`config.mk`:
```
export PLATFORM = sky130hd
export DESIGN_NAME = keypad_alarm_controller
export DESIGN_NICKNAME = d
export VERILOG_FILES = /design/src/hw/rtl/kac_pkg.sv /design/src/hw/rtl/kac_cfg.sv /design/src/hw/rtl/kac_fsm.sv /design/src/hw/rtl/keypad_alarm_controller.sv
export VERILOG_INCLUDE_DIRS = /design/src /design/src/hw/rtl
export SDC_FILE = /design/constraint.sdc
export NUM_CORES = 1
export LEC_CHECK = 0
export ABC_AREA = 1
export BUFFER_PORTS_ARGS = -buffer_cell sky130_fd_sc_hd__buf_4
export CAP_MARGIN = 10
export CORE_ASPECT_RATIO = 0.8
export CORE_UTILIZATION = 39
export CTS_BUF_LIST = sky130_fd_sc_hd__clkbuf_4 sky130_fd_sc_hd__clkbuf_8
export CTS_CLUSTER_DIAMETER = 150
export DETAILED_ROUTE_END_ITERATION = 16
export PLACE_DENSITY = 0.69
export SETUP_SLACK_MARGIN = 0.02
export SYNTH_ARGS = -nofsm -noshare
export SYNTH_HDL_FRONTEND = slang
export SYNTH_SLANG_ARGS = --single-unit
```
`constraint.sdc`:
```
create_clock -name i_clk -period 4.4 [get_ports i_clk]
set_input_delay 0.66 -clock i_clk [delete_from_list [all_inputs] [get_ports i_clk]]
set_output_delay 0.66 -clock i_clk [all_outputs]
set_load 0.03 [all_outputs]
```
`src/hw/rtl/keypad_alarm_controller_defines.svh`:
```
// Assertion macros for the keypad alarm controller.
`ifndef KEYPAD_ALARM_CONTROLLER_DEFINES_SVH
`define KEYPAD_ALARM_CONTROLLER_DEFINES_SVH

`ifndef NO_ASSERTIONS
`define KAC_ASSERT(label, prop, msg) \
    label: assert property (@(posedge i_clk) disable iff (!i_rst_n) prop) else $error(msg);
`define KAC_ASSERT_RST(label, prop, msg) \
    label: assert property (@(posedge i_clk) prop) else $error(msg);
`else
`define KAC_ASSERT(label, prop, msg)
`define KAC_ASSERT_RST(label, prop, msg)
`endif

`endif

```
`src/hw/rtl/kac_pkg.sv`:
```
package kac_pkg;

    localparam int ADDR_W = 4;

    localparam logic [1:0] OP_KEY    = 2'd0;
    localparam logic [1:0] OP_MOTION = 2'd1;
    localparam logic [1:0] OP_TICK   = 2'd2;

    localparam logic [7:0] KEY_ENTER = 8'h23;
    localparam logic [7:0] KEY_DEL   = 8'h2A;
    localparam logic [7:0] KEY_REARM = 8'h41;
    localparam logic [7:0] KEY_OFF   = 8'h42;

    localparam logic [2:0] EV_NONE     = 3'd0;
    localparam logic [2:0] EV_WRONG    = 3'd1;
    localparam logic [2:0] EV_OK       = 3'd2;
    localparam logic [2:0] EV_ALARM    = 3'd3;
    localparam logic [2:0] EV_MOTION   = 3'd4;
    localparam logic [2:0] EV_ARMED    = 3'd5;
    localparam logic [2:0] EV_SHUTDOWN = 3'd6;

    localparam logic [2:0] MODE_CODE_ARMED  = 3'd0;
    localparam logic [2:0] MODE_CODE_ENTRY  = 3'd1;
    localparam logic [2:0] MODE_CODE_PROMPT = 3'd2;
    localparam logic [2:0] MODE_CODE_COUNT  = 3'd3;
    localparam logic [2:0] MODE_CODE_OFF    = 3'd4;

    localparam logic [1:0] REG_PIN     = 2'd0;
    localparam logic [1:0] REG_TIMEOUT = 2'd1;
    localparam logic [1:0] REG_REARM   = 2'd2;

    localparam logic [31:0] PIN_RESET     = 32'd825373492;
    localparam logic [7:0]  TIMEOUT_RESET = 8'd10;
    localparam logic [3:0]  REARM_RESET   = 4'd5;

    typedef enum logic [4:0] {
        MODE_ARMED  = 5'b00001,
        MODE_ENTRY  = 5'b00010,
        MODE_PROMPT = 5'b00100,
        MODE_COUNT  = 5'b01000,
        MODE_OFF    = 5'b10000
    } t_mode;

    typedef struct packed {
        logic [31:0] pin_code;
        logic [7:0]  timeout_seconds;
        logic [3:0]  rearm_seconds;
    } t_cfg;

    typedef struct packed {
        logic [1:0] operation;
        logic [7:0] key_code;
    } t_item;

    typedef struct packed {
        logic [2:0] mode;
        logic       buzzer_on;
        logic [2:0] entered_count;
        logic [3:0] countdown_left;
        logic [2:0] event_res;
    } t_res;

    function automatic logic [2:0] mode_code(input t_mode m);
        logic [2:0] c;
        unique case (m)
            MODE_ARMED:  c = MODE_CODE_ARMED;
            MODE_ENTRY:  c = MODE_CODE_ENTRY;
            MODE_PROMPT: c = MODE_CODE_PROMPT;
            MODE_COUNT:  c = MODE_CODE_COUNT;
            MODE_OFF:    c = MODE_CODE_OFF;
            default:     c = MODE_CODE_OFF;
        endcase
        return c;
    endfunction

endpackage

```
`src/hw/rtl/kac_cfg.sv`:
```
module kac_cfg (
    input  logic                      i_clk,
    input  logic                      i_rst_n,
    input  logic                      psel,
    input  logic                      penable,
    input  logic                      pwrite,
    input  logic [kac_pkg::ADDR_W-1:0] paddr,
    input  logic [31:0]               pwdata,
    output logic [31:0]               prdata,
    output logic                      pready,
    output kac_pkg::t_cfg             o_cfg
);
    import kac_pkg::*;

    t_cfg       r_cfg;
    logic       w_wr;
    logic [1:0] w_idx;

    assign pready = 1'b1;
    assign w_wr   = psel && penable && pwrite && pready;
    assign w_idx  = paddr[3:2];
    assign o_cfg  = r_cfg;

    always_ff @(posedge i_clk) begin
        if (!i_rst_n) begin
            r_cfg.pin_code        <= PIN_RESET;
            r_cfg.timeout_seconds <= TIMEOUT_RESET;
            r_cfg.rearm_seconds   <= REARM_RESET;
        end else if (w_wr) begin
            unique case (w_idx)
                REG_PIN:     r_cfg.pin_code        <= pwdata;
                REG_TIMEOUT: r_cfg.timeout_seconds <= pwdata[7:0];
                REG_REARM:   r_cfg.rearm_seconds   <= pwdata[3:0];
                default: ;
            endcase
        end
    end

    always_comb begin
        unique case (w_idx)
            REG_PIN:     prdata = r_cfg.pin_code;
            REG_TIMEOUT: prdata = {24'd0, r_cfg.timeout_seconds};
            REG_REARM:   prdata = {28'd0, r_cfg.rearm_seconds};
            default:     prdata = 32'd0;
        endcase
    end

endmodule

```
`src/hw/rtl/kac_fsm.sv`:
```
`include "keypad_alarm_controller_defines.svh"

module kac_fsm #(
    parameter int PIN_DIGITS = 4
) (
    input  logic           i_clk,
    input  logic           i_rst_n,
    input  kac_pkg::t_cfg  i_cfg,
    input  kac_pkg::t_item i_item,
    input  logic           i_adv,
    output kac_pkg::t_res  o_res
);
    import kac_pkg::*;

    localparam int LEN_W = $clog2(PIN_DIGITS + 1);
    localparam int IDX_W = (PIN_DIGITS > 1) ? $clog2(PIN_DIGITS) : 1;

    t_mode            r_mode, n_mode;
    logic [LEN_W-1:0] r_len, n_len;
    logic [7:0]       r_tcnt, n_tcnt;
    logic             r_run, n_run;
    logic             r_buzz, n_buzz;
    logic [3:0]       r_cnt, n_cnt;
    logic [7:0]       r_buf [PIN_DIGITS];

    logic [7:0]       w_pin [PIN_DIGITS];
    logic             w_match;
    logic             w_buf_we;
    logic [IDX_W-1:0] w_buf_idx;
    logic [7:0]       w_tinc;
    logic [3:0]       w_cdec;
    logic [2:0]       w_ev;

    for (genvar g = 0; g < PIN_DIGITS; g++) begin : g_pin
        if (8 * (PIN_DIGITS - 1 - g) < 32) begin : g_in
            assign w_pin[g] = i_cfg.pin_code[8*(PIN_DIGITS-1-g) +: 8];
        end else begin : g_out
            assign w_pin[g] = 8'h00;
        end
    end

    always_comb begin
        w_match = (r_len == LEN_W'(PIN_DIGITS));
        for (int i = 0; i < PIN_DIGITS; i++) begin
            if (r_buf[i] != w_pin[i]) begin
                w_match = 1'b0;
            end
        end
    end

    assign w_tinc    = r_tcnt + 8'd1;
    assign w_cdec    = (r_cnt != 4'd0) ? r_cnt - 4'd1 : r_cnt;
    assign w_buf_idx = r_len[IDX_W-1:0];

    always_comb begin
        n_mode   = r_mode;
        n_len    = r_len;
        n_tcnt   = r_tcnt;
        n_run    = r_run;
        n_buzz   = r_buzz;
        n_cnt    = r_cnt;
        w_buf_we = 1'b0;
        w_ev     = EV_NONE;
        unique case (i_item.operation)
            OP_KEY: begin
                if (r_mode == MODE_ENTRY) begin
                    case (i_item.key_code)
                        KEY_ENTER: begin
                            n_len = '0;
                            if (w_match) begin
                                n_run  = 1'b0;
                                n_tcnt = 8'd0;
                                n_buzz = 1'b0;
                                n_mode = MODE_PROMPT;
                                w_ev   = EV_OK;
                            end else begin
                                w_ev = EV_WRONG;
                            end
                        end
                        KEY_DEL: begin
                            if (r_len != '0) begin
                                n_len = r_len - LEN_W'(1);
                            end
                        end
                        default: begin
                            if (r_len < LEN_W'(PIN_DIGITS)) begin
                                w_buf_we = 1'b1;
                                n_len    = r_len + LEN_W'(1);
                            end
                        end
                    endcase
                end else if (r_mode == MODE_PROMPT) begin
                    case (i_item.key_code)
                        KEY_REARM: begin
                            if (i_cfg.rearm_seconds == 4'd0) begin
                                n_mode = MODE_ARMED;
                                w_ev   = EV_ARMED;
                            end else begin
                                n_cnt  = i_cfg.rearm_seconds;
                                n_mode = MODE_COUNT;
                            end
                        end
                        KEY_OFF: begin
                            n_mode = MODE_OFF;
                            w_ev   = EV_SHUTDOWN;
                        end
                        default: ;
                    endcase
                end
            end
            OP_MOTION: begin
                if (r_mode == MODE_ARMED) begin
                    n_mode = MODE_ENTRY;
                    n_len  = '0;
                    n_tcnt = 8'd0;
                    n_run  = 1'b1;
                    w_ev   = EV_MOTION;
                end
            end
            OP_TICK: begin
                if (r_mode == MODE_ENTRY && r_run) begin
                    if (w_tinc >= i_cfg.timeout_seconds) begin
                        n_run  = 1'b0;
                        n_tcnt = 8'd0;
                        n_buzz = 1'b1;
                        w_ev   = EV_ALARM;
                    end else begin
                        n_tcnt = w_tinc;
                    end
                end else if (r_mode == MODE_COUNT) begin
                    n_cnt = w_cdec;
                    if (w_cdec == 4'd0) begin
                        n_mode = MODE_ARMED;
                        w_ev   = EV_ARMED;
                    end
                end
            end
            default: ;
        endcase
    end

    always_comb begin
        o_res.mode           = mode_code(n_mode);
        o_res.buzzer_on      = n_buzz;
        o_res.entered_count  = 3'(n_len);
        o_res.countdown_left = (n_mode == MODE_COUNT) ? n_cnt : 4'd0;
        o_res.event_res      = w_ev;
    end

    always_ff @(posedge i_clk) begin
        if (!i_rst_n) begin
            r_mode <= MODE_PROMPT;
            r_len  <= '0;
            r_tcnt <= 8'd0;
            r_run  <= 1'b0;
            r_buzz <= 1'b0;
            r_cnt  <= 4'd0;
        end else if (i_adv) begin
            r_mode <= n_mode;
            r_len  <= n_len;
            r_tcnt <= n_tcnt;
            r_run  <= n_run;
            r_buzz <= n_buzz;
            r_cnt  <= n_cnt;
        end
    end

    always_ff @(posedge i_clk) begin
        if (i_adv && w_buf_we) begin
            r_buf[w_buf_idx] <= i_item.key_code;
        end
    end

    `KAC_ASSERT(a_len_bound, r_len <= LEN_W'(PIN_DIGITS), "entry length beyond buffer")
    `KAC_ASSERT(a_run_entry, r_run |-> r_mode == MODE_ENTRY, "timer running outside entry")
    `KAC_ASSERT(a_alarm_buzz, (i_adv && w_ev == EV_ALARM) |=> r_buzz, "alarm without buzzer")

endmodule

```
`src/hw/rtl/keypad_alarm_controller.sv`:
```
// An accepted word is registered; its result is registered and shown at o_out_valid.
// One word per cycle unless the output stalls; the state update is one kac_fsm pass.
// Input register and result register let both sides stall without a bubble.
// Reset (i_rst_n low at a rising edge, synchronous): pipeline empties, mode goes to
// rearm prompt, buzzer, timer and counters clear, registers return to their defaults.
`include "keypad_alarm_controller_defines.svh"

module keypad_alarm_controller #(
    parameter int PIN_DIGITS = 4
) (
    input  logic                       i_clk,
    input  logic                       i_rst_n,
    input  logic                       psel,
    input  logic                       penable,
    input  logic                       pwrite,
    input  logic [kac_pkg::ADDR_W-1:0] paddr,
    input  logic [31:0]                pwdata,
    output logic [31:0]                prdata,
    output logic                       pready,
    input  logic                       i_in_valid,
    output logic                       o_in_ready,
    input  logic [1:0]                 i_operation,
    input  logic [7:0]                 i_key_code,
    output logic                       o_out_valid,
    input  logic                       i_out_ready,
    output logic [2:0]                 o_mode,
    output logic                       o_buzzer_on,
    output logic [2:0]                 o_entered_count,
    output logic [3:0]                 o_countdown_left,
    output logic [2:0]                 o_event_res
);
    import kac_pkg::*;

    t_cfg  w_cfg;
    t_item r_item;
    t_res  w_res, r_res;
    logic  r_in_valid;
    logic  r_out_valid;
    logic  w_adv;

    kac_cfg u_cfg (
        .i_clk   (i_clk),
        .i_rst_n (i_rst_n),
        .psel    (psel),
        .penable (penable),
        .pwrite  (pwrite),
        .paddr   (paddr),
        .pwdata  (pwdata),
        .prdata  (prdata),
        .pready  (pready),
        .o_cfg   (w_cfg)
    );

    kac_fsm #(
        .PIN_DIGITS (PIN_DIGITS)
    ) u_fsm (
        .i_clk   (i_clk),
        .i_rst_n (i_rst_n),
        .i_cfg   (w_cfg),
        .i_item  (r_item),
        .i_adv   (w_adv),
        .o_res   (w_res)
    );

    assign w_adv      = r_in_valid && (!r_out_valid || i_out_ready);
    assign o_in_ready = !r_in_valid || w_adv;

    always_ff @(posedge i_clk) begin
        if (!i_rst_n) begin
            r_in_valid  <= 1'b0;
            r_out_valid <= 1'b0;
        end else begin
            if (o_in_ready) begin
                r_in_valid <= i_in_valid;
            end
            if (w_adv) begin
                r_out_valid <= 1'b1;
            end else if (i_out_ready) begin
                r_out_valid <= 1'b0;
            end
        end
    end

    always_ff @(posedge i_clk) begin
        if (i_in_valid && o_in_ready) begin
            r_item.operation <= i_operation;
            r_item.key_code  <= i_key_code;
        end
        if (w_adv) begin
            r_res <= w_res;
        end
    end

    assign o_out_valid      = r_out_valid;
    assign o_mode           = r_res.mode;
    assign o_buzzer_on      = r_res.buzzer_on;
    assign o_entered_count  = r_res.entered_count;
    assign o_countdown_left = r_res.countdown_left;
    assign o_event_res      = r_res.event_res;

    `KAC_ASSERT(a_adv_fills, w_adv |=> r_out_valid, "advanced word not presented")
    `KAC_ASSERT(a_rise_src, $rose(r_out_valid) |-> $past(r_in_valid), "result without source word")
    `KAC_ASSERT_RST(a_rst_empty, !i_rst_n |=> !r_in_valid && !r_out_valid, "pipeline not empty after reset")

endmodule

```
# After elaboration in Yosys (flattened, before gate mapping)
# Memory sizes are Yosys's and may differ from the RTL's.
# Index checks and enable logic that the tools add are counted.
# totals
regBits	92
ramBits	32
word_cells	147
mem_count	1
# classes
add_sub_neg	4
magnitude_cmp	2
n_eq_ne	27
n_mux	71
n_reduce_logical	24
# mem_list
memory	depth	word_bits	rd	rd_ports_with_merged_regs	write_ports	line_no	source
u_fsm.r_buf	4	8	4	0	1	kac_fsm.sv:24	logic [7:0] r_buf [PIN_DIGITS];
# op_table
op	count
32-bit one-hot mux with 3 select lines	1
8-bit 2-to-1 mux	6
5-bit 2-to-1 mux	8
3-bit 2-to-1 mux	12
4-bit 2-to-1 mux	8
8-bit inequality test	4
8-bit one-hot mux with 3 select lines	1
1-bit 2-to-1 mux	23
3-bit one-hot mux with 2 select lines	3
8-bit by 6-bit == test with 1-bit output (second input constant)	2
8-bit by 7-bit == test with 1-bit output (second input constant)	2
5-bit one-hot mux with 3 select lines	1
3-bit one-hot mux with 4 select lines	1
5-bit by 1-bit == test with 1-bit output (second input constant)	2
5-bit by 2-bit == test with 1-bit output (second input constant)	2
5-bit by 3-bit == test with 1-bit output (second input constant)	2
5-bit by 4-bit == test with 1-bit output (second input constant)	2
2-bit by 1-bit inequality test with 1-bit output (second input constant)	5
5-bit one-hot mux with 2 select lines	1
3-bit one-hot mux with 3 select lines	1
8-bit by 1-bit adder with 8-bit output (second input constant)	1
8-bit greater-or-equal comparator	1
4-bit zero test	2
4-bit one-hot mux with 2 select lines	1
other kinds (22)	36

# Depth between registers and ports, before layout
# Gate-level depths: netlist of the first run.
# An unclocked memory read counts as a cell.
# logic_depth
depth_word	12
depth_mapped	17
ltp_nobuf	17

# Cells and area by module
# Synthesis of the first run repeated with hierarchy kept, for this count alone.
# unflattened
hier_cells	1003
hier_area_um2	7135.6
# by_module_without_submodules
module	instances	cells_per_inst	area_per_inst_um2	seq_area_each_um2
kac_fsm	1	636	4149.0	1401.3
kac_cfg	1	330	2170.8	880.8
keypad_alarm_controller	1	37	815.8	760.7

# Least setup slack after synthesis of the first run
# No wires, ideal clock.
# synth_path
path_type	register -> register
start	reg u_fsm.r_tcnt[0]
end	reg r_res (netlist bit o_buzzer_on), data pin
t_arrival_ns	2.253
slack_ns	1.885
path_stages_with_launch	14
n_path_buf	0
cell_sequence	dfxtp_1 inv_1 nor3_1 nand3_1 nor3_1 xor2_1 ha_1 a21oi_1 o21a_1 nand3_1 nand3_1 nand2_1 o211ai_1 nand2_1
# synth_between
elab_chain_len	5
# synth_lines
element	line_no	source
from (decl)	kac_fsm.sv:20	logic [7:0] r_tcnt, n_tcnt;
from (signal assigned)	kac_fsm.sv:161	r_tcnt <= n_tcnt;
8-bit by 1-bit adder with 8-bit output	kac_fsm.sv:51	assign w_tinc = r_tcnt + 8'd1;
8-bit greater-or-equal comparator	kac_fsm.sv:122	if (w_tinc >= i_cfg.timeout_seconds) begin
1-bit 2-to-1 mux	kac_fsm.sv:122	
1-bit 2-to-1 mux	kac_fsm.sv:121	if (r_mode == MODE_ENTRY && r_run) begin
1-bit one-hot mux with 2 select lines	kac_fsm.sv:64	unique case (i_item.operation)
named net u_fsm.n_buzz	kac_fsm.sv:22	logic r_buzz, n_buzz;
to (signal assigned)	keypad_alarm_controller.sv:90	r_res <= w_res;
to (decl)	keypad_alarm_controller.sv:36	t_res w_res, r_res;
# The timed path passes the listed nets, and every way through them passes these cells.
# A chain may end at the register's enable or synchronous reset.

# Worst setup path after layout of the first run
# Same ends and word-level chain as after synthesis.

==> results of run 1 <==
-- power by group through the flow --
| stage | logic [mW] | clock network (mW) | registers, mW |
|---|---|---|---|
| final | 0.305 | 1.09 | 1.27 |
| after global routing | 0.340 | 1.16 | 1.27 |
| after CTS | 0.305 | 1.12 | 1.27 |
| after detailed placement | 0.304 | 0 | 1.30 |
| after global placement | 0.300 | 0 | 1.30 |
| after floorplan | 0.186 | 0 | 1.30 |
-- path summary, 6_finish.rpt --
kind              startpoint              end  slack, ps  cells after the start
max          u_fsm.r_tcnt[0]      o_buzzer_on       1630                     14
min            i_key_code[3]        r_item[3]        380                      1
max reg2reg  u_fsm.r_tcnt[0]      o_buzzer_on       1630                     14
min reg2reg  u_cfg.o_cfg[28]  u_cfg.o_cfg[28]        490                      2
-- cells by family (layout without fill, tap and decap cells) --
group	Yosys count	in the layout	share of synthesized area [%]
other	1	1	0.0568
adders and majority gates	15	15	2.84
DFF	124	124	46.1
buffers and inverters	170	282	10.0
xor gates and xnor gates	13	13	1.72
and+or+nand+nor	403	403	26.8
AOI/OAI and AO/OA	140	140	12.5
-- routing by layer --
layer / vias to the layer above / GRT usage (%) / wire, µm
met5: - / 0 / 0
met4: 0 / 5.93 / 223
met3: 21 / 5.33 / 1360
met1: 2598 / 29.1 / 8140
li1: 2994 / - / -
met2: 214 / 28.2 / 6760
-- worst register-to-register path, delay by kind of cell, from the launching register on --
| kind | cells | cell delay (ps) |
|---|---|---|
| AND/OR/NAND/NOR | 7 | 1020 |
| adder cells (fa/ha/maj) | 1 | 270 |
| AO/OA/AOI/OAI | 3 | 370 |
| XOR/XNOR | 1 | 210 |
| buffers and inverters | 2 | 250 |
| flip-flops | 1 | 390 |
-- sequential cells by signal, indices dropped and copies added (netlist names) --
register,flops
o_buzzer_on,1
o_countdown_left,4
o_entered_count,3
o_event_res,3
o_mode,3
o_out_valid,1
r_in_valid,1
r_item,10
u_cfg.o_cfg,44
u_fsm.r_buf,32
u_fsm.r_buzz,1
u_fsm.r_cnt,4
u_fsm.r_len,3
u_fsm.r_mode,5
u_fsm.r_run,1
u_fsm.r_tcnt,8
-- cell usage in the layout (no fill, tap or decap), types with 15 or more instances in the layout --
cell and count:
nand2_1 204, inv_1 140, buf_4 104, nor2_1 103, dfxtp_1 68, edfxtp_1 56, a21oi_1 52, o21ai_0 47
nand3_1 39, o211ai_1 22, clkbuf_8 18, ha_1 15
-- per-stage QoR --
stage,total power [mW],utilization [%],hold slack (ps),area [µm²]
final,2.67,48.3,378,7990
after CTS,2.69,48.3,355,7990
after global placement,1.59,45.6,483,7550
after global routing,2.78,48.3,362,7990
after detailed placement,1.60,45.6,482,7550
after floorplan,1.48,-,450,6600
-- final cells by class --
class,count,area (µm²)
inverter,146,548
fill,1613,8560
clock buffer,18,248
sequential,124,3040
clock inverter,14,194
timing repair buffer,104,781
multi-input combinational,572,2900
tap,220,275
==> flow_summary.yaml, run 1 <==
clock_network:
  worstSkewPairLatency_ps: 450
  cts-resized-gates: 0
  cts_buffers: 17
  cts-root-buf: "clkbuf_8"
  post_cts_buffers: 0
  path_clk_slew_ps: 70
  holdBufCountCts: 0
  cts.sinks: 124
  clock_tree.buffer_depth: 2
  cts_max_level: 4
  cts_tree: "built"
logic_synthesis:
  synth_top_cells_by_count: "nand2_1 (204), inv_1 (140), nor2_1 (104)"
  syn_nets: 934
  synth_edf_count: 56
  ys_warn_count: 0
  synth_area_per_cell_um2: 7.62
  synth_top_area_share_pct: 25.5
  yosysMostFrequentCell: "nand2_1"
  ys_ff_latch: 124
  netlist_top_cells_area: "edfxtp_1 (25%), dfxtp_1 (21%), nand2_1 (12%)"
  mappedNetlistArea_um2: 6600
  synth_top_area_cell: "edfxtp_1"
  async_reset_ff_share_pct: 0
  seq_area_frac_synth_pct: 46.1
  synth_top_flop_cell: "dfxtp_1"
  synth_cells: 866
  yosysUniqueCellTypes: 41
floorplanning:
  dieHeight_um: 118
  io_pins: 102
  floorplan.rows: 42
  die_area_um2: 17500
  initial_core_util_pct: 39.9
  chipWidth_um: 147
  coreArea_um2: 16600
critical_path:
  max_stage_delay_ps: 390
  required_ps: 4600
  critical-path-top-delay-family: "simple AND/OR/NAND/NOR gates"
  worstSetupEndpointType: "flip-flop"
  path_class: "flip-flop to flip-flop"
  crit_slowest_cell: "dfxtp_1"
  timing.critical_path.cells: "inv_1, nor3_1, nand3_1, nor3_1, xor2_1, ha_1, a21oi_1, o21a_1, nand3_1, buf_4, nand3_1, nand2_1, o211ai_1, nand2_1"
  cp_common_cell: "nand3_1"
  startpoint_type: "flip-flop"
  crit_arrival_ps: 2970
  crit_buf_inv: 2
  crit_fanout: 10
cells_and_area:
  diodes: 0
  nets: 1033
  final_cells: 1198
  layout-drive-gt1-share_pct: 17.9
  area_growth_syn_to_layout_pct: 21.0
detailed_routing:
  drc: 0
  postRouteAntennaNets: 0
  dr.pass1.iters: 6
  wl_per_cell_um: 13.8
  num_vias: 5827
  routed_wl_mm: 16.5
  drt-initial-drc-count: 537
  via_per_inst: 4.86
sta:
  slew_viol_final: 0
  fin_skew_ps: 8.90
  hold_violations: 0
  worst_slack_ps: 1630
  finalSetupTns_ps: 0
  finalCritPeriodShare_pct: 63.0
  period_needed_ps: 2770
  finalSetupViolCount: 0
  rsz0062_at_grt: "no"
  tightest_slew_ps: 1110
  slew_headroom_pct: 26.2
  max_freq_ghz: 0.361
power:
  switchingPower_uw: 688
  intPower_mw: 1.98
  pwr-share-clk_pct: 41.0
  powerDensity_nw_per_um2: 334
  switching_share_pct: 25.8
  cellLeakagePower_nw: 3.71
  seq_power_share_pct: 47.6
  comb_power_share_pct: 11.4
  peakVddDrop_mv: 0.169
grt:
  grt_max_degree: 59
  grt_pass1_wl_mm: 26.9
  track_usage_pct: 19.9
  grt-ovfl-total: 0
  grt_pass1_vias: 5312
  antenna_found_initial: 0
place:
  place_congestion: 0.935
  port-buffer-count: 98
  dp.cells: 1166
  dp_slack_ps: 1640
  dpl.hpwl_mm: 12.3
min_path:
  worstHoldPathType: "input pin to flip-flop"
outcome:
  status: "complete, no violations"
run:
  maxCapViolations: 0
(Power assumes the default switching activity.)
==> run 2, diff against run 1 <==
PLACE_DENSITY = 0.72   (was 0.69)
clock period = 2.5 ns   (was 4.4 ns; I/O delays follow)
==> flow_summary.yaml, run 2 (same netlist as run 1, synthesis figures left out) <==
power:
  seq_power_share_pct: 50.2
  switching_share_pct: 28.4
  cellLeakagePower_nw: 3.81
  powerDensity_nw_per_um2: 539
  comb_power_share_pct: 13.3
  p_total_mw: 4.44
  peakVddDrop_mv: 0.337
  intPower_mw: 3.17
  pwr-share-clk_pct: 36.5
  switchingPower_mw: 1.26
place:
  dp_slack_ps: -18.3
  port-buffer-count: 98
  place_congestion: 0.931
  dpl.hpwl_mm: 13.1
critical_path:
  crit_fanout: 3
  timing.critical_path.cells: "buf_4, ha_4, nand3_4, nor3_4, xor2_2, ha_1, nand2_1, o21a_1, nand3_4, nand3_2, nand2_1, o211ai_1, nand2_1"
  crit_slowest_cell: "dfxtp_2"
  required_ps: 2700
  path_class: "flip-flop to flip-flop"
  max_stage_delay_ps: 340
  worstSetupEndpointType: "flip-flop"
  cp_common_cell: "nand2_1"
  crit_arrival_ps: 2620
  startpoint_type: "flip-flop"
detailed_routing:
  num_vias: 6046
  dr.pass1.iters: 6
  drc: 0
  wl_per_cell_um: 14.4
  via_per_inst: 4.96
  routed_wl_mm: 17.6
  drt-initial-drc-count: 430
  postRouteAntennaNets: 0
clock_network:
  cts.sinks: 124
  clock_tree.buffer_depth: 2
  path_clk_slew_ps: 80
  cts-root-buf: "clkbuf_8"
  cts_tree: "built"
  cts_max_level: 4
  worstSkewPairLatency_ps: 460
  holdBufCountCts: 0
  cts_buffers: 17
sta:
  hold_violations: 0
  period_needed_ps: 2430
  slew_viol_final: 0
  tightest_slew_ps: 1090
  fin_skew_ps: 14.4
  finalCritPeriodShare_pct: 97.1
  slew_headroom_pct: 27.2
  max_freq_ghz: 0.412
  rsz0062_at_grt: "yes"
  worst_slack_ps: 72.8
  finalSetupViolCount: 0
cells_and_area:
  largest_reg_flops: 44
  layout_common_cells: "nand2_1 (203), inv_1 (136), buf_4 (124)"
  nets: 1054
  diodes: 0
  layout-drive-gt1-share_pct: 22.2
  nFillCells: 1577
  area_growth_syn_to_layout_pct: 24.7
  layout_commonest_cell: "nand2_1"
outcome:
  status: "complete, no violations"
floorplanning:
  coreArea_um2: 16600
  dieHeight_um: 118
  chipWidth_um: 147
  io_pins: 102
  floorplan.rows: 42
  initial_core_util_pct: 39.9
  die_area_um2: 17500
grt:
  grt_pass1_wl_mm: 27.6
  grt_pass1_vias: 5447
  antenna_found_initial: 0
  track_usage_pct: 20.6
  grt-ovfl-total: 0
  grt_max_degree: 40
run:
  maxCapViolations: 0
min_path:
  worstHoldPathType: "input pin to flip-flop"
run 2: final timing paths:
kind	endpoint	slack, ps	start	cells past startpoint
hold / removal	r_item[7]	80	i_key_code[7]	1
setup / recovery	o_buzzer_on	70	u_fsm.r_tcnt[0]	13
hold reg to reg	u_cfg.o_cfg[9]	490	u_cfg.o_cfg[9]	2
setup reg to reg	o_buzzer_on	70	u_fsm.r_tcnt[0]	13
run 2: critical path: cells and delay by family, from the launching register on:
kind                       cells  cell delay (ps)
xor gates and xnor gates       1              200
buffers and inverters          1              130
adders and majority gates      2              410
AOI/OAI and AO/OA              2              280
and+or+nand+nor                7              810
DFF                            1              340
run 2: layer usage:
metal	track usage (%)	wire (µm)	part of all wire, %
met1	29.4	8380	48
met2	29.6	7620	43
met3	5.71	1360	7.7
met4	7.09	247	1.4
met5	0	0	0
run 2: power groups by stage:
stage | clock [mW] | sequential [mW] | combinational, mW
after floorplan | 0 | 2.28 | 0.328
after global placement | 0 | 2.27 | 0.562
after detailed placement | 0 | 2.27 | 0.567
after CTS | 1.64 | 2.22 | 0.570
after global routing | 1.73 | 2.23 | 0.654
final | 1.62 | 2.23 | 0.592
run 2: area by class of cell:
cell class,instances,area (µm²),share of cell area (%)
multi-input cells,572,3060,37.2
repair buffers,125,942,11.4
well taps,220,275,3.34
flip-flops and latches,124,3050,37.0
clock inverters,15,125,1.52
clock buffers,17,234,2.84
inverters,146,548,6.66
run 2: through the flow:
step	std cells	area, µm²	hold slack (ps)	utilization [%]	TNS (ps)
CTS	1217	8060	69.7	48.7	0
detailed placement	1185	7690	481	46.5	-29.9
floorplan	866	6610	450	-	0
finish	1219	8230	82.1	49.7	0
global route	1219	8230	60.2	49.7	-70.8
global placement	1185	7690	478	46.5	0
run 2: what timing repair did:
action,4_1_cts,5_1_grt
pin swaps,0,17
gates cloned,0,0
resized for setup,2,32
buffers inserted,0,2
setup endpoints to repair,8,18
==> run 3, diff against run 2 <==
CORE_UTILIZATION = 45   (was 39)
PLACE_DENSITY = 0.79   (was 0.72)
SETUP_SLACK_MARGIN = 0.2   (was 0.02)
==> flow_summary.yaml, run 3 (same netlist as run 1, synthesis figures left out) <==
cells_and_area:
  diodes: 0
  final_core_util_pct: 58.2
  largest_reg_flops: 44
  final_cell_area_um2: 8320
  nets: 1059
  layout_common_cells: "nand2_1 (200), inv_1 (132), buf_4 (127)"
  layout_commonest_cell: "nand2_1"
  layout-drive-gt1-share_pct: 24.5
  nFillCells: 1285
  area_growth_syn_to_layout_pct: 26.0
sta:
  finalSetupViolCount: 0
  slew_viol_final: 0
  tightest_slew_ps: 1080
  slew_headroom_pct: 27.7
  hold_violations: 0
  period_needed_ps: 2350
  rsz0062_at_grt: "yes"
  finalCritPeriodShare_pct: 93.9
  max_freq_ghz: 0.426
  fin_skew_ps: 11.8
  finalSetupTns_ps: 0
clock_network:
  cts-root-buf: "clkbuf_8"
  worstSkewPairLatency_ps: 460
  cts_buffers: 17
  cts_tree: "built"
  clock_tree.buffer_depth: 2
  cts.sinks: 124
  path_clk_slew_ps: 80
  holdBufCountCts: 0
  cts_max_level: 4
power:
  switching_share_pct: 28.2
  switchingPower_mw: 1.30
  powerDensity_nw_per_um2: 555
  seq_power_share_pct: 48.2
  intPower_mw: 3.32
  comb_power_share_pct: 13.1
  pwr-share-clk_pct: 38.7
  peakVddDrop_mv: 0.359
  cellLeakagePower_nw: 3.89
floorplanning:
  initial_core_util_pct: 46.2
  io_pins: 102
  floorplan.rows: 39
  die_area_um2: 15200
  coreArea_um2: 14300
  chipWidth_um: 137
  dieHeight_um: 110
detailed_routing:
  num_vias: 6050
  postRouteAntennaNets: 0
  wl_per_cell_um: 14.5
  routed_wl_mm: 17.3
  drc: 0
  dr.pass1.iters: 5
  via_per_inst: 5.09
  drt-initial-drc-count: 524
grt:
  use_met1_pct: 33.2
  grt-ovfl-total: 0
  grt_pass1_vias: 5350
  track_usage_pct: 23.3
  grt_util_met2_pct: 33.8
  met3_usage_pct: 5.03
  grt-busiest-layer: "met2"
  grt_pass1_wl_mm: 26.5
  antenna_found_initial: 0
  grt_max_degree: 40
critical_path:
  crit_path_end: "o_buzzer_on"
  crit_arrival_ps: 2550
  reg2regPathDepth: 12
  crit_fanout: 4
  cp-startpoint: "u_fsm.r_tcnt[0]"
  worstSetupEndpointType: "flip-flop"
  r2r-end: "o_buzzer_on"
  required_ps: 2700
  startpoint_type: "flip-flop"
  reg2reg_from: "u_fsm.r_tcnt[0]"
  reg2reg_setup_slack_ps: 150
  path_class: "flip-flop to flip-flop"
place:
  dpl.hpwl_mm: 12.7
  placed_area_um2: 7630
  port-buffer-count: 98
  place_congestion: 0.984
min_path:
  worstHoldPathType: "input pin to flip-flop"
outcome:
  status: "complete, no violations"
run:
  maxCapViolations: 0
==> run 3: power groups by stage <==
stage          sequential, mW  clock (mW)  combinational, mW
6_report                 2.23        1.79              0.604
5_1_grt                  2.23        1.90              0.665
4_1_cts                  2.23        1.81              0.572
3_5_place_dp             2.27           0              0.556
3_3_place_gp             2.27           0              0.549
2_1_floorplan            2.28           0              0.331
==> run 3: metrics by stage <==
stage | cells | total power [mW] | hold slack [ps] | setup WS, ps
final | 1188 | 4.62 | 85.2 | 154
after global routing | 1188 | 4.80 | 63.1 | -49.2
after CTS | 1177 | 4.61 | 70.1 | 147
after detailed placement | 1143 | 2.83 | 479 | 35.0
after global placement | 1143 | 2.82 | 476 | 58.0
after floorplan | 866 | 2.61 | 450 | 213
==> run 3: worst min path at each step <==
stage / slack [ps] / startpoint / cells after the start / to
global route: 60 / i_key_code[7] / 1 / r_item[7]
CTS: 70 / i_key_code[7] / 1 / r_item[7]
detailed placement: 480 / u_cfg.o_cfg[28] / 2 / u_cfg.o_cfg[28]
global placement: 480 / u_cfg.o_cfg[10] / 2 / u_cfg.o_cfg[10]
floorplan: 450 / u_cfg.o_cfg[8] / 2 / u_cfg.o_cfg[8]
finish: 90 / i_key_code[7] / 1 / r_item[7]
==> run 3: critical path, stage by stage (launching register included) <==
cell and delay (ps):
dfxtp_4 380, ha_2 200, nand3_2 110, nor3_2 150, xor2_1 240, ha_1 270, nand2_1 110, o21a_1 180
nand3_4 120, nand3_4 90, nand2_1 50, o211ai_1 110, nand2_1 80
==> run 3: cell type report <==
class	count	area [µm²]	area share [%]
multi-input combinational	572	3110	37.3
sequential	124	3050	36.7
timing repair buffer	130	987	11.9
inverter	146	548	6.59
clock buffer	18	241	2.90
tap	184	230	2.77
clock inverter	14	158	1.89
==> run 3: layer usage <==
layer	share of wire, %	vias up
met3	9.1	38
met1	46	2710
met2	42	253
li1	-	3049
met4	2.6	0
met5	0	-
==> run 3: repair_timing <==
action | in CTS | in global routing
gates resized for setup | 15 | 39
pin swaps | 5 | 10
setup endpoints to repair | 20 | 24
setup buffers | 2 | 11
